**config.mk**
```make
export PLATFORM = sky130hd
export DESIGN_NAME = column_post_patch_encoder
export DESIGN_NICKNAME = d
export VERILOG_FILES = /design/src/rtl/cppe_pkg.sv /design/src/rtl/cppe_front.sv /design/src/rtl/cppe_queue.sv /design/src/rtl/cppe_back.sv /design/src/rtl/column_post_patch_encoder.sv
export SDC_FILE = /design/constraint.sdc
export NUM_CORES = 1
export LEC_CHECK = 0
export BUFFER_PORTS_ARGS = -buffer_cell sky130_fd_sc_hd__clkbuf_2
export CAP_MARGIN = 10
export CORE_MARGIN = 5
export CORE_UTILIZATION = 30
export CTS_BUF_LIST = sky130_fd_sc_hd__clkbuf_4
export DETAILED_ROUTE_END_ITERATION = 12
export GPL_TIMING_DRIVEN = 1
export HOLD_SLACK_MARGIN = 0.08
export PLACE_DENSITY_LB_ADDON = 0.25
export SLEW_MARGIN = 10
export SYNTH_ARGS = -nofsm -noshare
export SYNTH_HDL_FRONTEND = slang
export SYNTH_SLANG_ARGS = --single-unit
```
**constraint.sdc**
```tcl
create_clock -name aclk -period 25.3 [get_ports aclk]
set_input_delay 3.795 -clock aclk [delete_from_list [all_inputs] [get_ports aclk]]
set_output_delay 3.795 -clock aclk [all_outputs]
set_load 0.02 [all_outputs]
```
**src/rtl/cppe_pkg.sv**
```systemverilog
package cppe_pkg;

    localparam int unsigned ADDR_W    = 24;
    localparam int unsigned ROW_W     = 10;
    localparam int unsigned HEIGHT_W  = 11;
    localparam int unsigned CFG_AW    = 4;
    localparam int unsigned CFG_DW    = 32;
    localparam int unsigned NUM_SLOTS = 11;
    localparam int unsigned SLOT_W    = 4;

    localparam logic [7:0]          MAX_RUN        = 8'd240;
    localparam logic [ROW_W-1:0]    LAST_START_ROW = 10'd252;
    localparam logic [7:0]          COLUMN_END     = 8'd255;
    localparam logic [HEIGHT_W-1:0] HEIGHT_MAX     = 11'd1024;

    localparam int unsigned QUEUE_DEPTH_DEF = 2;

    // register indexes on the configuration port
    localparam logic [1:0] REG_COLUMN_HEIGHT      = 2'd0;
    localparam logic [1:0] REG_TRANSPARENT_ENABLE = 2'd1;
    localparam logic [1:0] REG_TRANSPARENT_INDEX  = 2'd2;
    localparam logic [1:0] REG_DATA_BASE          = 2'd3;

    // result slots of one request, in emission order
    localparam logic [SLOT_W-1:0] SLOT_REPORT     = 4'd0;
    localparam logic [SLOT_W-1:0] SLOT_C1_START   = 4'd1;
    localparam logic [SLOT_W-1:0] SLOT_C1_LENGTH  = 4'd2;
    localparam logic [SLOT_W-1:0] SLOT_C1_TOP     = 4'd3;
    localparam logic [SLOT_W-1:0] SLOT_C1_BOTTOM  = 4'd4;
    localparam logic [SLOT_W-1:0] SLOT_PIXEL      = 4'd5;
    localparam logic [SLOT_W-1:0] SLOT_C2_START   = 4'd6;
    localparam logic [SLOT_W-1:0] SLOT_C2_LENGTH  = 4'd7;
    localparam logic [SLOT_W-1:0] SLOT_C2_TOP     = 4'd8;
    localparam logic [SLOT_W-1:0] SLOT_C2_BOTTOM  = 4'd9;
    localparam logic [SLOT_W-1:0] SLOT_END        = 4'd10;

    typedef struct packed {
        logic [HEIGHT_W-1:0] column_height;
        logic                transparent_enable;
        logic [7:0]          transparent_index;
        logic [ADDR_W-1:0]   data_base;
    } cfg_t;

    typedef struct packed {
        logic [ADDR_W-1:0] base;
        logic [7:0]        start_row;
        logic [7:0]        length;
        logic [7:0]        top_pad;
        logic [7:0]        bottom_pad;
    } close_t;

    typedef struct packed {
        logic [NUM_SLOTS-1:0] mask;
        logic [ADDR_W-1:0]    report_value;
        close_t               close1;
        logic [ADDR_W-1:0]    pixel_address;
        logic [7:0]           pixel;
        close_t               close2;
        logic [ADDR_W-1:0]    end_address;
    } desc_t;

endpackage

```
**src/rtl/cppe_front.sv**
```systemverilog
module cppe_front (
    input  logic                                aclk,
    input  logic                                aresetn,
    input  cppe_pkg::cfg_t                      cfg,
    input  logic                                in_valid,
    output logic                                in_ready,
    input  logic [7:0]                          pixel,
    input  logic                                first_of_patch,
    output logic                                push,
    output cppe_pkg::desc_t                     push_desc,
    input  logic                                queue_ready
);
    import cppe_pkg::*;

    logic [ROW_W-1:0]  row_reg, row_next;
    logic              active_reg, active_next;
    logic [7:0]        start_reg, start_next;
    logic [7:0]        length_reg, length_next;
    logic              kept_reg, kept_next;
    logic [7:0]        top_reg, top_next;
    logic [7:0]        bottom_reg, bottom_next;
    logic [ADDR_W-1:0] base_reg, base_next;
    logic [ADDR_W-1:0] wp_reg, wp_next;

    logic [HEIGHT_W-1:0] height;
    logic [ROW_W-1:0]    row0;
    logic [ADDR_W-1:0]   wp0, wp1, wp2;
    logic                active0, active1, transp, run_full, closes1, c1_en, c2_en, end_col;
    logic                take;

    assign in_ready = queue_ready;
    assign take     = in_valid && in_ready;

    always_comb begin
        if (cfg.column_height == '0) begin
            height = HEIGHT_W'(1);
        end else if (cfg.column_height > HEIGHT_MAX) begin
            height = HEIGHT_MAX;
        end else begin
            height = cfg.column_height;
        end

        wp0     = first_of_patch ? '0 : wp_reg;
        row0    = first_of_patch ? '0 : row_reg;
        active0 = first_of_patch ? 1'b0 : active_reg;

        transp   = cfg.transparent_enable && (pixel == cfg.transparent_index);
        run_full = length_reg >= MAX_RUN;
        closes1  = active0 && (transp || run_full);
        c1_en    = closes1 && kept_reg;
        wp1      = c1_en ? base_reg + ADDR_W'(4) + ADDR_W'(length_reg) : wp0;
        active1  = active0 && !closes1;

        start_next  = start_reg;
        length_next = length_reg;
        kept_next   = kept_reg;
        top_next    = top_reg;
        bottom_next = bottom_reg;
        base_next   = base_reg;
        active_next = active1;
        push_desc   = '0;

        if (!transp) begin
            // open a new run unless one carries on
            if (!active1) begin
                start_next  = row0[7:0];
                length_next = '0;
                kept_next   = row0 <= LAST_START_ROW;
                top_next    = pixel;
                base_next   = wp1;
            end
            push_desc.mask[SLOT_PIXEL] = kept_next;
            push_desc.pixel_address    = base_next + ADDR_W'(3) + ADDR_W'(length_next);
            push_desc.pixel            = pixel;
            bottom_next = pixel;
            length_next = length_next + 8'd1;
            active_next = 1'b1;
        end

        end_col = ({1'b0, row0} + HEIGHT_W'(1)) >= height;
        c2_en   = end_col && active_next && kept_next;
        wp2     = c2_en ? base_next + ADDR_W'(4) + ADDR_W'(length_next) : wp1;

        if (end_col) begin
            wp_next     = wp2 + ADDR_W'(1);
            row_next    = '0;
            active_next = 1'b0;
        end else begin
            wp_next  = wp2;
            row_next = row0 + ROW_W'(1);
        end

        push_desc.mask[SLOT_REPORT] = row0 == '0;
        push_desc.report_value      = cfg.data_base + wp0;

        push_desc.mask[SLOT_C1_START]  = c1_en;
        push_desc.mask[SLOT_C1_LENGTH] = c1_en;
        push_desc.mask[SLOT_C1_TOP]    = c1_en;
        push_desc.mask[SLOT_C1_BOTTOM] = c1_en;
        push_desc.close1 = '{base: base_reg, start_row: start_reg, length: length_reg,
                             top_pad: top_reg, bottom_pad: bottom_reg};

        push_desc.mask[SLOT_C2_START]  = c2_en;
        push_desc.mask[SLOT_C2_LENGTH] = c2_en;
        push_desc.mask[SLOT_C2_TOP]    = c2_en;
        push_desc.mask[SLOT_C2_BOTTOM] = c2_en;
        push_desc.close2 = '{base: base_next, start_row: start_next, length: length_next,
                             top_pad: top_next, bottom_pad: bottom_next};

        push_desc.mask[SLOT_END] = end_col;
        push_desc.end_address    = wp2;
    end

    // a pixel with no result pushes nothing
    assign push = take && (push_desc.mask != '0);

    always_ff @(posedge aclk) begin
        if (!aresetn) begin
            row_reg    <= '0;
            active_reg <= 1'b0;
            start_reg  <= '0;
            length_reg <= '0;
            kept_reg   <= 1'b0;
            top_reg    <= '0;
            bottom_reg <= '0;
            base_reg   <= '0;
            wp_reg     <= '0;
        end else if (take) begin
            row_reg    <= row_next;
            active_reg <= active_next;
            start_reg  <= start_next;
            length_reg <= length_next;
            kept_reg   <= kept_next;
            top_reg    <= top_next;
            bottom_reg <= bottom_next;
            base_reg   <= base_next;
            wp_reg     <= wp_next;
        end
    end

    a_kept_run_start: assert property (@(posedge aclk) disable iff (!aresetn)
        active_reg && kept_reg |-> {2'b00, start_reg} <= LAST_START_ROW)
        else $error("kept run starts below the last start row");

    a_run_length_bound: assert property (@(posedge aclk) disable iff (!aresetn)
        active_reg |-> length_reg <= MAX_RUN && length_reg != '0)
        else $error("open run length out of range");

endmodule

```
**src/rtl/cppe_queue.sv**
```systemverilog
module cppe_queue #(
    parameter int unsigned WIDTH = 8,
    parameter int unsigned DEPTH = 2
) (
    input  logic             aclk,
    input  logic             aresetn,
    input  logic             push,
    input  logic [WIDTH-1:0] push_data,
    output logic             push_ready,
    input  logic             pop,
    output logic [WIDTH-1:0] pop_data,
    output logic             pop_valid
);
    localparam int unsigned PW = (DEPTH > 1) ? $clog2(DEPTH) : 1;
    localparam int unsigned CW = $clog2(DEPTH + 1);

    logic [WIDTH-1:0] store_reg [DEPTH];
    logic [PW-1:0]    wr_reg, rd_reg;
    logic [CW-1:0]    count_reg;
    logic             do_push, do_pop;

    assign push_ready = count_reg != CW'(DEPTH);
    assign pop_valid  = count_reg != '0;
    assign pop_data   = store_reg[rd_reg];
    assign do_push    = push && push_ready;
    assign do_pop     = pop && pop_valid;

    always_ff @(posedge aclk) begin
        if (do_push) begin
            store_reg[wr_reg] <= push_data;
        end
    end

    always_ff @(posedge aclk) begin
        if (!aresetn) begin
            wr_reg    <= '0;
            rd_reg    <= '0;
            count_reg <= '0;
        end else begin
            if (do_push) begin
                wr_reg <= (wr_reg == PW'(DEPTH - 1)) ? '0 : wr_reg + PW'(1);
            end
            if (do_pop) begin
                rd_reg <= (rd_reg == PW'(DEPTH - 1)) ? '0 : rd_reg + PW'(1);
            end
            if (do_push && !do_pop) begin
                count_reg <= count_reg + CW'(1);
            end else if (do_pop && !do_push) begin
                count_reg <= count_reg - CW'(1);
            end
        end
    end

    a_no_push_when_full: assert property (@(posedge aclk) disable iff (!aresetn)
        push |-> count_reg != CW'(DEPTH))
        else $error("request pushed into a full queue");

endmodule

```
**src/rtl/cppe_back.sv**
```systemverilog
module cppe_back (
    input  logic                                aclk,
    input  logic                                aresetn,
    input  logic                                q_valid,
    input  cppe_pkg::desc_t                     q_desc,
    output logic                                q_pop,
    output logic                                out_valid,
    input  logic                                out_ready,
    output logic                                kind,
    output logic [cppe_pkg::ADDR_W-1:0]         address,
    output logic [7:0]                          data_byte,
    output logic                                last
);
    import cppe_pkg::*;

    desc_t                desc_reg, desc_next;
    logic [NUM_SLOTS-1:0] mask_reg, mask_next;
    logic [SLOT_W-1:0]    slot;
    logic                 advance, load;

    // lowest pending slot goes out first
    always_comb begin
        slot = '0;
        for (int i = NUM_SLOTS - 1; i >= 0; i--) begin
            if (mask_reg[i]) begin
                slot = SLOT_W'(i);
            end
        end
    end

    assign out_valid = mask_reg != '0;
    assign last      = (mask_reg & (mask_reg - NUM_SLOTS'(1))) == '0;
    assign advance   = out_valid && out_ready;
    assign load      = !out_valid || (advance && last);
    assign q_pop     = load && q_valid;

    always_comb begin
        kind      = 1'b0;
        address   = '0;
        data_byte = '0;
        unique case (slot)
            SLOT_REPORT: begin
                kind    = 1'b1;
                address = desc_reg.report_value;
            end
            SLOT_C1_START: begin
                address   = desc_reg.close1.base;
                data_byte = desc_reg.close1.start_row;
            end
            SLOT_C1_LENGTH: begin
                address   = desc_reg.close1.base + ADDR_W'(1);
                data_byte = desc_reg.close1.length;
            end
            SLOT_C1_TOP: begin
                address   = desc_reg.close1.base + ADDR_W'(2);
                data_byte = desc_reg.close1.top_pad;
            end
            SLOT_C1_BOTTOM: begin
                address   = desc_reg.close1.base + ADDR_W'(3)
                            + ADDR_W'(desc_reg.close1.length);
                data_byte = desc_reg.close1.bottom_pad;
            end
            SLOT_PIXEL: begin
                address   = desc_reg.pixel_address;
                data_byte = desc_reg.pixel;
            end
            SLOT_C2_START: begin
                address   = desc_reg.close2.base;
                data_byte = desc_reg.close2.start_row;
            end
            SLOT_C2_LENGTH: begin
                address   = desc_reg.close2.base + ADDR_W'(1);
                data_byte = desc_reg.close2.length;
            end
            SLOT_C2_TOP: begin
                address   = desc_reg.close2.base + ADDR_W'(2);
                data_byte = desc_reg.close2.top_pad;
            end
            SLOT_C2_BOTTOM: begin
                address   = desc_reg.close2.base + ADDR_W'(3)
                            + ADDR_W'(desc_reg.close2.length);
                data_byte = desc_reg.close2.bottom_pad;
            end
            SLOT_END: begin
                address   = desc_reg.end_address;
                data_byte = COLUMN_END;
            end
            default: begin
                kind      = 1'b0;
                address   = '0;
                data_byte = '0;
            end
        endcase
    end

    always_comb begin
        desc_next = desc_reg;
        mask_next = mask_reg;
        if (load) begin
            desc_next = q_desc;
            mask_next = q_valid ? q_desc.mask : '0;
        end else if (advance) begin
            mask_next = mask_reg & (mask_reg - NUM_SLOTS'(1));
        end
    end

    always_ff @(posedge aclk) begin
        desc_reg <= desc_next;
    end

    always_ff @(posedge aclk) begin
        if (!aresetn) begin
            mask_reg <= '0;
        end else begin
            mask_reg <= mask_next;
        end
    end

    a_hold_on_stall: assert property (@(posedge aclk) disable iff (!aresetn)
        out_valid && !out_ready |=> mask_reg == $past(mask_reg))
        else $error("pending slots changed while the receiver stalls");

    a_one_slot_per_take: assert property (@(posedge aclk) disable iff (!aresetn)
        advance && !last |=> $countones(mask_reg) == $countones($past(mask_reg)) - 1)
        else $error("more than one slot retired per result");

    a_pop_only_when_free: assert property (@(posedge aclk) disable iff (!aresetn)
        q_pop |-> !out_valid || (out_ready && last))
        else $error("request loaded over pending results");

endmodule

```
**src/rtl/column_post_patch_encoder.sv**
```systemverilog
// column post encoder for palette patch images
//
// s_ channel: one palette pixel per request (s_pixel, s_first_of_patch),
// column after column, each column already tiled to column_height rows.
// m_ channel: results, one per cycle at most; m_kind 1 reports a column's
// start offset, m_kind 0 is a byte write at m_address in the post data.
// m_last marks the final result caused by one pixel. a pixel with no result
// (transparent, no open run, not a column's first or last row) produces
// nothing on m_. the front stage takes one pixel per cycle while the queue
// has room and turns it into a bundle of up to ten results; a small queue
// (QUEUE_DEPTH bundles) feeds the back stage, which sends one result per
// cycle while m_ready is high. throughput is therefore one pixel per cycle
// while pixels give one result each; pixels with more results slow intake
// once the queue fills. when m_ready is low results hold and the queue
// fills, then s_ready drops. synchronous reset clears the run state, the
// queue and the output, and loads the register defaults (height 128,
// transparency off, index 247, data base 1032). the user must write the
// registers over the APB port while idle; the block does not enforce it.
module column_post_patch_encoder #(
    parameter int unsigned QUEUE_DEPTH = cppe_pkg::QUEUE_DEPTH_DEF
) (
    input  logic                           aclk,
    input  logic                           aresetn,
    input  logic                           psel,
    input  logic                           penable,
    input  logic                           pwrite,
    input  logic [cppe_pkg::CFG_AW-1:0]    paddr,
    input  logic [cppe_pkg::CFG_DW-1:0]    pwdata,
    output logic [cppe_pkg::CFG_DW-1:0]    prdata,
    output logic                           pready,
    input  logic                           s_valid,
    output logic                           s_ready,
    input  logic [7:0]                     s_pixel,
    input  logic                           s_first_of_patch,
    output logic                           m_valid,
    input  logic                           m_ready,
    output logic                           m_kind,
    output logic [cppe_pkg::ADDR_W-1:0]    m_address,
    output logic [7:0]                     m_data_byte,
    output logic                           m_last
);
    import cppe_pkg::*;

    cfg_t       cfg_reg;
    logic       cfg_write;
    logic [1:0] reg_index;

    logic  push, queue_ready, q_valid, q_pop;
    desc_t push_desc, q_desc;

    assign pready    = 1'b1;
    assign reg_index = paddr[3:2];
    assign cfg_write = psel && penable && pwrite && pready;

    always_ff @(posedge aclk) begin
        if (!aresetn) begin
            cfg_reg.column_height      <= HEIGHT_W'(128);
            cfg_reg.transparent_enable <= 1'b0;
            cfg_reg.transparent_index  <= 8'd247;
            cfg_reg.data_base          <= ADDR_W'(1032);
        end else if (cfg_write) begin
            unique case (reg_index)
                REG_COLUMN_HEIGHT:      cfg_reg.column_height <= pwdata[HEIGHT_W-1:0];
                REG_TRANSPARENT_ENABLE: cfg_reg.transparent_enable <= pwdata[0];
                REG_TRANSPARENT_INDEX:  cfg_reg.transparent_index <= pwdata[7:0];
                REG_DATA_BASE:          cfg_reg.data_base <= pwdata[ADDR_W-1:0];
                default: begin
                end
            endcase
        end
    end

    always_comb begin
        prdata = '0;
        unique case (reg_index)
            REG_COLUMN_HEIGHT:      prdata = CFG_DW'(cfg_reg.column_height);
            REG_TRANSPARENT_ENABLE: prdata = CFG_DW'(cfg_reg.transparent_enable);
            REG_TRANSPARENT_INDEX:  prdata = CFG_DW'(cfg_reg.transparent_index);
            REG_DATA_BASE:          prdata = CFG_DW'(cfg_reg.data_base);
            default:                prdata = '0;
        endcase
    end

    cppe_front u_front (
        .aclk           (aclk),
        .aresetn        (aresetn),
        .cfg            (cfg_reg),
        .in_valid       (s_valid),
        .in_ready       (s_ready),
        .pixel          (s_pixel),
        .first_of_patch (s_first_of_patch),
        .push           (push),
        .push_desc      (push_desc),
        .queue_ready    (queue_ready)
    );

    cppe_queue #(
        .WIDTH ($bits(desc_t)),
        .DEPTH (QUEUE_DEPTH)
    ) u_queue (
        .aclk       (aclk),
        .aresetn    (aresetn),
        .push       (push),
        .push_data  (push_desc),
        .push_ready (queue_ready),
        .pop        (q_pop),
        .pop_data   (q_desc),
        .pop_valid  (q_valid)
    );

    cppe_back u_back (
        .aclk      (aclk),
        .aresetn   (aresetn),
        .q_valid   (q_valid),
        .q_desc    (q_desc),
        .q_pop     (q_pop),
        .out_valid (m_valid),
        .out_ready (m_ready),
        .kind      (m_kind),
        .address   (m_address),
        .data_byte (m_data_byte),
        .last      (m_last)
    );

endmodule

```
==> reports/results.ini, run 1 <==
[global_routing]
grt_max_degree=134
grt_overflow=0
grt_pass1_wl_um=169000
antenna_found_initial=7
track_usage_pct=16.8
grt_pass1_vias=26300

[sta]
setup_tns_ns=0
fmax_mhz=97.6
finalHoldViolCount=0
tightest_slew_ns=1.17
rsz0062_at_grt=no
slew_viol_final=0
relSlewSlack_pct=22.0
fin_skew_ns=0.0820
setup_violations=0
fin_crit_sh_pct=40.5
final.min_clock_period_ns=10.24

[drt]
drc=0
wl_met3_um=6240
routed.top_layer=met5
first_pass_iters=6
vias_per_cell=5.14
dr_wl_met2_um=49200
ant_nets=0
drt_iter0_drc=2166
met1Wirelength_um=55600
vias=27200
wirelength_um=114000
wl_per_cell_um=21.5

[yosys]
synthArstFlopShare_pct=0
ys.flop_type=edfxtp_1
syn_inst=3346
yosysUniqueCellTypes=107
synth-edff-count=586
yosys.area.top_type=edfxtp_1
synth_top_area_share_pct=46.9
netlist_area_um2=37600
synth-seq-cells=738
synthTopCellsByArea=edfxtp_1 (47%), dfxtp_1 (8.1%), mux2_2 (6.1%)
yosysSeqAreaShare_pct=55.0
synth_area_per_cell_um2=11.2
yosys_warnings=0

[worst_setup_path]
crit_path_end_kind=output port
max_stage_delay_ns=0.77
cp.arrival_ns=6.45
path_cells=or4_1 > nor3_1 > o2111ai_2 > buf_4 > o21ai_0 > ha_1 > o21ai_0 > nor2_1 > nand4_1 > xnor2_1 > a22oi_1 > nand3_1 > a21oi_1 > o221ai_1 > clkbuf_2
crit_required_ns=21.50
crit_fanout=41
startpoint_type=flip-flop
slowest_stage=nor2_1
cpMostUsedCell=o21ai_0
critPathKind=reg -> out

[clock_network]
clk_latency_ns=1.17
postCtsSetupRepairBufs=0
clock_sinks=738
clk_pin_slew_worst_paths_ns=0.07
cts_inserted_buffers=191
cts_max_level=4
cts_resized=0
clock_path_buffers=3
cts_tree=built
clockRootBuffer=clkbuf_4
postCtsHoldBufs=0

[final_layout]
fill_cells=12300
drive_gt1_share_pct=20.9
final_cell_mix=edfxtp_1 (586), nand2_1 (428), clkbuf_4 (310)
layout_commonest_cell=edfxtp_1
fin_nets=3659
syn2layout_area_growth_pct=12.8
largest_reg_flops=394
fin_area_um2=42400
fin_cells=5290

[power]
ir_worst_vdd_uv=158
leakagePower_uw=0.0155
power_density_nw_per_um2=130

[floorplan]
rows=129
io_pins=121
core_region_area_um2=124000
die_w_um=364
initial_core_util_pct=30.3
chipHeight_um=364
dieArea_um2=132000

[run]
cap_violations=0

[placement]
dpl.hpwl_um=77500
numPortBuffers=101
place_area_um2=39700
dp_cells=4925
place_congestion=0.869

[min_path]
min_path_type=reg -> reg

[outcome]
status=finished clean

==> power breakdown <==
group	total, uW	leakage, uW	switching (uW)	internal (uW)
Sequential	2040	0.00693	245	1790
Combinational	2400	0.00703	1650	750
Clock	1090	0.00157	517	571
Total	5520	0.0155	2410	3110
==> area by class of cell <==
cell class | count | area [um2] | area share, %
antenna | 9 | 22.5 | 0.0532
sequential | 738 | 20600 | 48.7
timing repair buffer | 142 | 851 | 2.01
tap | 1637 | 2050 | 4.83
clock inverter | 46 | 303 | 0.715
clock buffer | 310 | 2330 | 5.49
multi-input combinational | 2324 | 15900 | 37.4
inverter | 84 | 323 | 0.762
==> per-layer routing <==
metal / up-vias / global-route usage (%)
met1: 13300 / 24.6
met2: 833 / 25.2
met4: 4 / 5.56
met5: - / 0
li1: 12900 / -
met3: 173 / 3.17
==> Yosys cell counts (41+ instances only) <==
master and n:
a21oi_1 213, a22oi_1 41, and3_1 47, clkbuf_1 154, dfxtp_1 152, edfxtp_1 586
ha_1 120, inv_1 77, mux2_2 203, nand2_1 429, nand3_1 119, nor2_1 218
nor3_1 54, o21ai_0 113, xnor2_1 125, xor2_1 65
==> worst paths after layout <==
check / startpoint / to / slack, ns / cells past startpoint
worst max-delay path: u_back.mask_reg[0] / m_address[22] / 15.06 / 15
worst min-delay path: u_front.start_reg[3] / u_queue.store_reg[0][139] / 0.44 / 0
worst max register to register: cfg_reg[24] / u_front.wp_reg[20] / 18.13 / 22
worst min register to register: u_front.start_reg[3] / u_queue.store_reg[0][139] / 0.44 / 0
==> metrics by stage <==
stage / total power [uW] / utilization [%] / setup slack [ns] / hold WS, ns
5_1_grt: 5850 / 34.1 / 14.64 / 0.462
6_report: 5520 / 34.1 / 15.06 / 0.444
4_1_cts: 5590 / 34.1 / 14.96 / 0.447
2_1_floorplan: 3640 / - / 4.91 / 0.424
3_3_place_gp: 4470 / 32.0 / 14.21 / 0.433
3_5_place_dp: 4470 / 32.0 / 14.22 / 0.441
==> critical path: cells and delay by family, from the launching register on <==
family / cells / cell delay, ns
DFF: 1 / 0.43
buffers and inverters: 2 / 0.52
and+or+nand+nor: 5 / 2.27
xor gates and xnor gates: 1 / 0.22
AOI/OAI and AO/OA: 6 / 1.40
adders and majority gates: 1 / 0.41
==> kinds of logic (layout without fill, tap and decap cells) <==
family | after synthesis | after routing | share of synthesized area, %
muxes | 239 | 239 | 7.08
AOI/OAI and AO/OA | 680 | 680 | 12.3
DFF | 738 | 738 | 55.0
buffers and inverters | 291 | 582 | 3.13
adders and majority gates | 127 | 127 | 4.34
and+or+nand+nor | 1077 | 1077 | 13.7
xor gates and xnor gates | 192 | 192 | 4.52
other | 2 | 18 | 0.0200
Power figures use the tool's default switching activity.
==> inputs of run 2 (changes only) <==
- ABC_AREA: unset -> 1
- clock period: 25.3 -> 9.23 ns (I/O delays scaled with it)
==> run 2 against run 1 <==
  * Register-to-register slack got worse by 15 ns
  * Synthesized cell count increased by 14%
  * Sequential power increased to 2.7 times the previous value
  * Worst hold slack got worse by 0.0022 ns
  * Area after synthesis increased by 0.12%
  * Setup slack got worse by 13 ns
  * Combinational power increased to 2.9 times the previous value
  * Critical path type unchanged
  * Clock skew decreased by 0.010 ns
  * Highest routed layer is now met4
  * Utilization increased by 0.052 points
  * Global-route usage decreased by 0.21 points
  * Die area increased by 0.11%
  * Largest power group unchanged
==> reports/results.ini, run 2 <==
[yosys]
yosys.area.top_type=edfxtp_1
yosys_warnings=0  ; unchanged
synth_area_per_cell_um2=9.89  ; -12%
synth-edff-count=586  ; unchanged
synthArstFlopShare_pct=0  ; unchanged
netlist_area_um2=37600  ; +0.12%
synth-seq-cells=738  ; unchanged
syn_inst=3803  ; +14%
synthTopCellsByArea=edfxtp_1 (47%), dfxtp_1 (8.1%), nand2_1 (7.1%)
yosysUniqueCellTypes=67  ; -37%
yosysMostFrequentCell=nand2_1
synth_top_area_share_pct=46.8  ; -0.055 points
synth_commonest_cells=nand2_1 (710), edfxtp_1 (586), inv_1 (426)
yosysSeqAreaShare_pct=54.9  ; -0.064 points
ys.flop_type=edfxtp_1

[run]
cap_violations=0  ; unchanged

[clock_network]
postCtsSetupRepairBufs=0  ; unchanged
cts_tree=built
cts_max_level=4  ; unchanged
cts_resized=0  ; unchanged
clock_sinks=738  ; unchanged
clockRootBuffer=clkbuf_4
clock_path_buffers=3  ; unchanged
clk_pin_slew_worst_paths_ns=0.07  ; about the same
clk_latency_ns=1.10  ; -0.07 ns
cts_inserted_buffers=186  ; -2.6%
postCtsHoldBufs=0  ; unchanged

[final_layout]
syn2layout_area_growth_pct=12.9  ; about the same
final_cell_mix=nand2_1 (709), edfxtp_1 (586), inv_1 (425)
fin_nets=4174  ; +14%
multi_input_area_um2=14700  ; -7.6%
fill_cells=12600  ; +2.6%
layout_commonest_cell=nand2_1
largest_reg_flops=394  ; unchanged
final_util_pct=34.2  ; +0.052 points
drive_gt1_share_pct=19.2  ; -1.7 points
seq_area_um2=20600  ; unchanged

[global_routing]
grt_max_degree=150  ; +12%
grt_pass1_vias=27000  ; +2.6%
antenna_found_initial=5  ; -2
grt_pass1_wl_um=167000  ; -1.2%
track_usage_pct=16.6  ; -0.21 points
grt_overflow=0  ; unchanged

[floorplan]
dieArea_um2=133000  ; +0.11%
initial_core_util_pct=30.3  ; +0.035 points
core_region_area_um2=124000  ; unchanged
rows=129  ; unchanged
io_pins=121  ; unchanged
chipHeight_um=364  ; about the same
die_w_um=364  ; about the same

[power]
ir_worst_vdd_uv=322  ; +100%
leakagePower_uw=0.0168  ; +8.3%
power_density_nw_per_um2=363  ; +180%

[sta]
fmax_mhz=148
final.min_clock_period_ns=6.76
fin_crit_sh_pct=73.2
slew_viol_final=0  ; unchanged
finalHoldViolCount=0  ; unchanged
rsz0062_at_grt=no
worst_slack_ns=2.47  ; -12.59 ns
setup_violations=0  ; unchanged
tightest_slew_ns=1.07  ; -0.0998 ns
fin_hold_ws_ns=0.442  ; -0.00225 ns
fin_skew_ns=0.0720  ; -0.0100 ns
relSlewSlack_pct=28.5  ; +6.5 points

[worst_setup_path]
crit_path_end_kind=output port
critPathKind=reg -> out
crit_fanout=34  ; -17%
startpoint_type=flip-flop
r2r_cells=29  ; +32%
cp.arrival_ns=5.38  ; -1.07 ns
crit_required_ns=7.85  ; -13.65 ns

[drt]
ant_nets=0  ; unchanged
drt_iter0_drc=1863  ; -14%
wirelength_um=112000  ; -1.8%
vias=27800  ; +2.3%
wl_per_cell_um=19.3  ; -10%
vias_per_cell=4.81  ; -6.5%
drc=0  ; unchanged
first_pass_iters=6  ; unchanged

[placement]
dpl.hpwl_um=80200  ; +3.4%
place_ws_ns=1.82  ; -12.41 ns
numPortBuffers=101  ; unchanged
place_congestion=0.877  ; +0.85%

[min_path]
min_path_cells=0  ; unchanged
min_path_type=reg -> reg

[outcome]
status=finished clean

run 2: cell count changes after synthesis, sizes merged, moves of 25 or more:
cell,delta
a21o,-33
a222oi,-29
and2,-25
and3,-48
clkbuf,-51
inv,+381
mux2i,-34
nand2,+313
nand3,+35
nor2,+93
nor2b,-35
o21ai,+205
xnor2,-107
run 2: critical path: stages (launching register included):
cell and delay [ns]:
dfxtp_1 0.35, nor2_2 0.19, inv_2 0.06, nor2_2 0.15, inv_2 0.06, nor2_2 0.17
inv_2 0.08, nor2_4 0.23, inv_2 0.11, nor2_4 0.83, nand2_1 0.09, o21ai_1 0.18
ha_1 0.24, nand3_1 0.18, nor2_1 0.20, nand2_1 0.15, nor2_2 0.14, nand2_1 0.15
inv_2 0.11, nand2_1 0.07, or2_0 0.20, nand3_1 0.07, nand3_1 0.08, clkbuf_2 0.20
run 2: through the flow:
| stage | cells | cell area [um2] | setup TNS (ns) | power (uW) |
|---|---|---|---|---|
| floorplan | 3810 | 37600 | -155.19 | 9850 |
| global placement | 5445 | 39900 | 0 | 12600 |
| detailed placement | 5445 | 39900 | 0 | 12600 |
| CTS | 5786 | 42400 | 0 | 15600 |
| global route | 5789 | 42400 | 0 | 16500 |
| finish | 5789 | 42400 | 0 | 15400 |
run 2: cell type report:
cell class,count,area share [%]
tap,1637,4.83
sequential,738,48.6
timing repair buffer,134,1.92
inverter,465,4.14
clock inverter,56,0.882
clock buffer,285,5.04
multi-input combinational,2471,34.5
antenna,3,0.0177
run 2: worst paths after layout:
| kind | from | end | slack [ns] |
|---|---|---|---|
| worst max-delay path | u_back.mask_reg[0] | m_address[23] | 2.47 |
| worst min register to register | u_front.start_reg[5] | u_queue.store_reg[1][141] | 0.44 |
| worst min-delay path | u_front.start_reg[5] | u_queue.store_reg[1][141] | 0.44 |
| worst max register to register | cfg_reg[26] | u_front.wp_reg[21] | 3.10 |
run 2: logic make-up (layout without fill, tap and decap cells):
family          after synthesis  after routing  share of synthesized area [%]
simple gates               1349           1349                           15.8
buf+inv                     601            940                           6.33
flops                       738            738                           54.9
mux                         193            193                           5.78
xor+xnor                     86             86                           2.00
other cells                   2             12                         0.0200
compound gates              708            708                           10.8
fa+ha+maj                   126            126                           4.31
run 2: power by group:
| group | leakage (uW) | internal [uW] | switching, uW | total, uW |
|---|---|---|---|---|
| Clock | 0.00149 | 1510 | 1370 | 2880 |
| Combinational | 0.00849 | 2060 | 4920 | 6980 |
| Sequential | 0.00682 | 4950 | 595 | 5550 |
| Total | 0.0168 | 8530 | 6880 | 15400 |
run 2: per-layer routing:
metal | track usage [%] | vias up | routed length [um]
met2 | 26.0 | 694 | 49600
met4 | 5.12 | 0 | 2720
met1 | 23.5 | 13300 | 53900
met5 | 0 | - | 0
li1 | - | 13700 | -
met3 | 3.03 | 151 | 5530
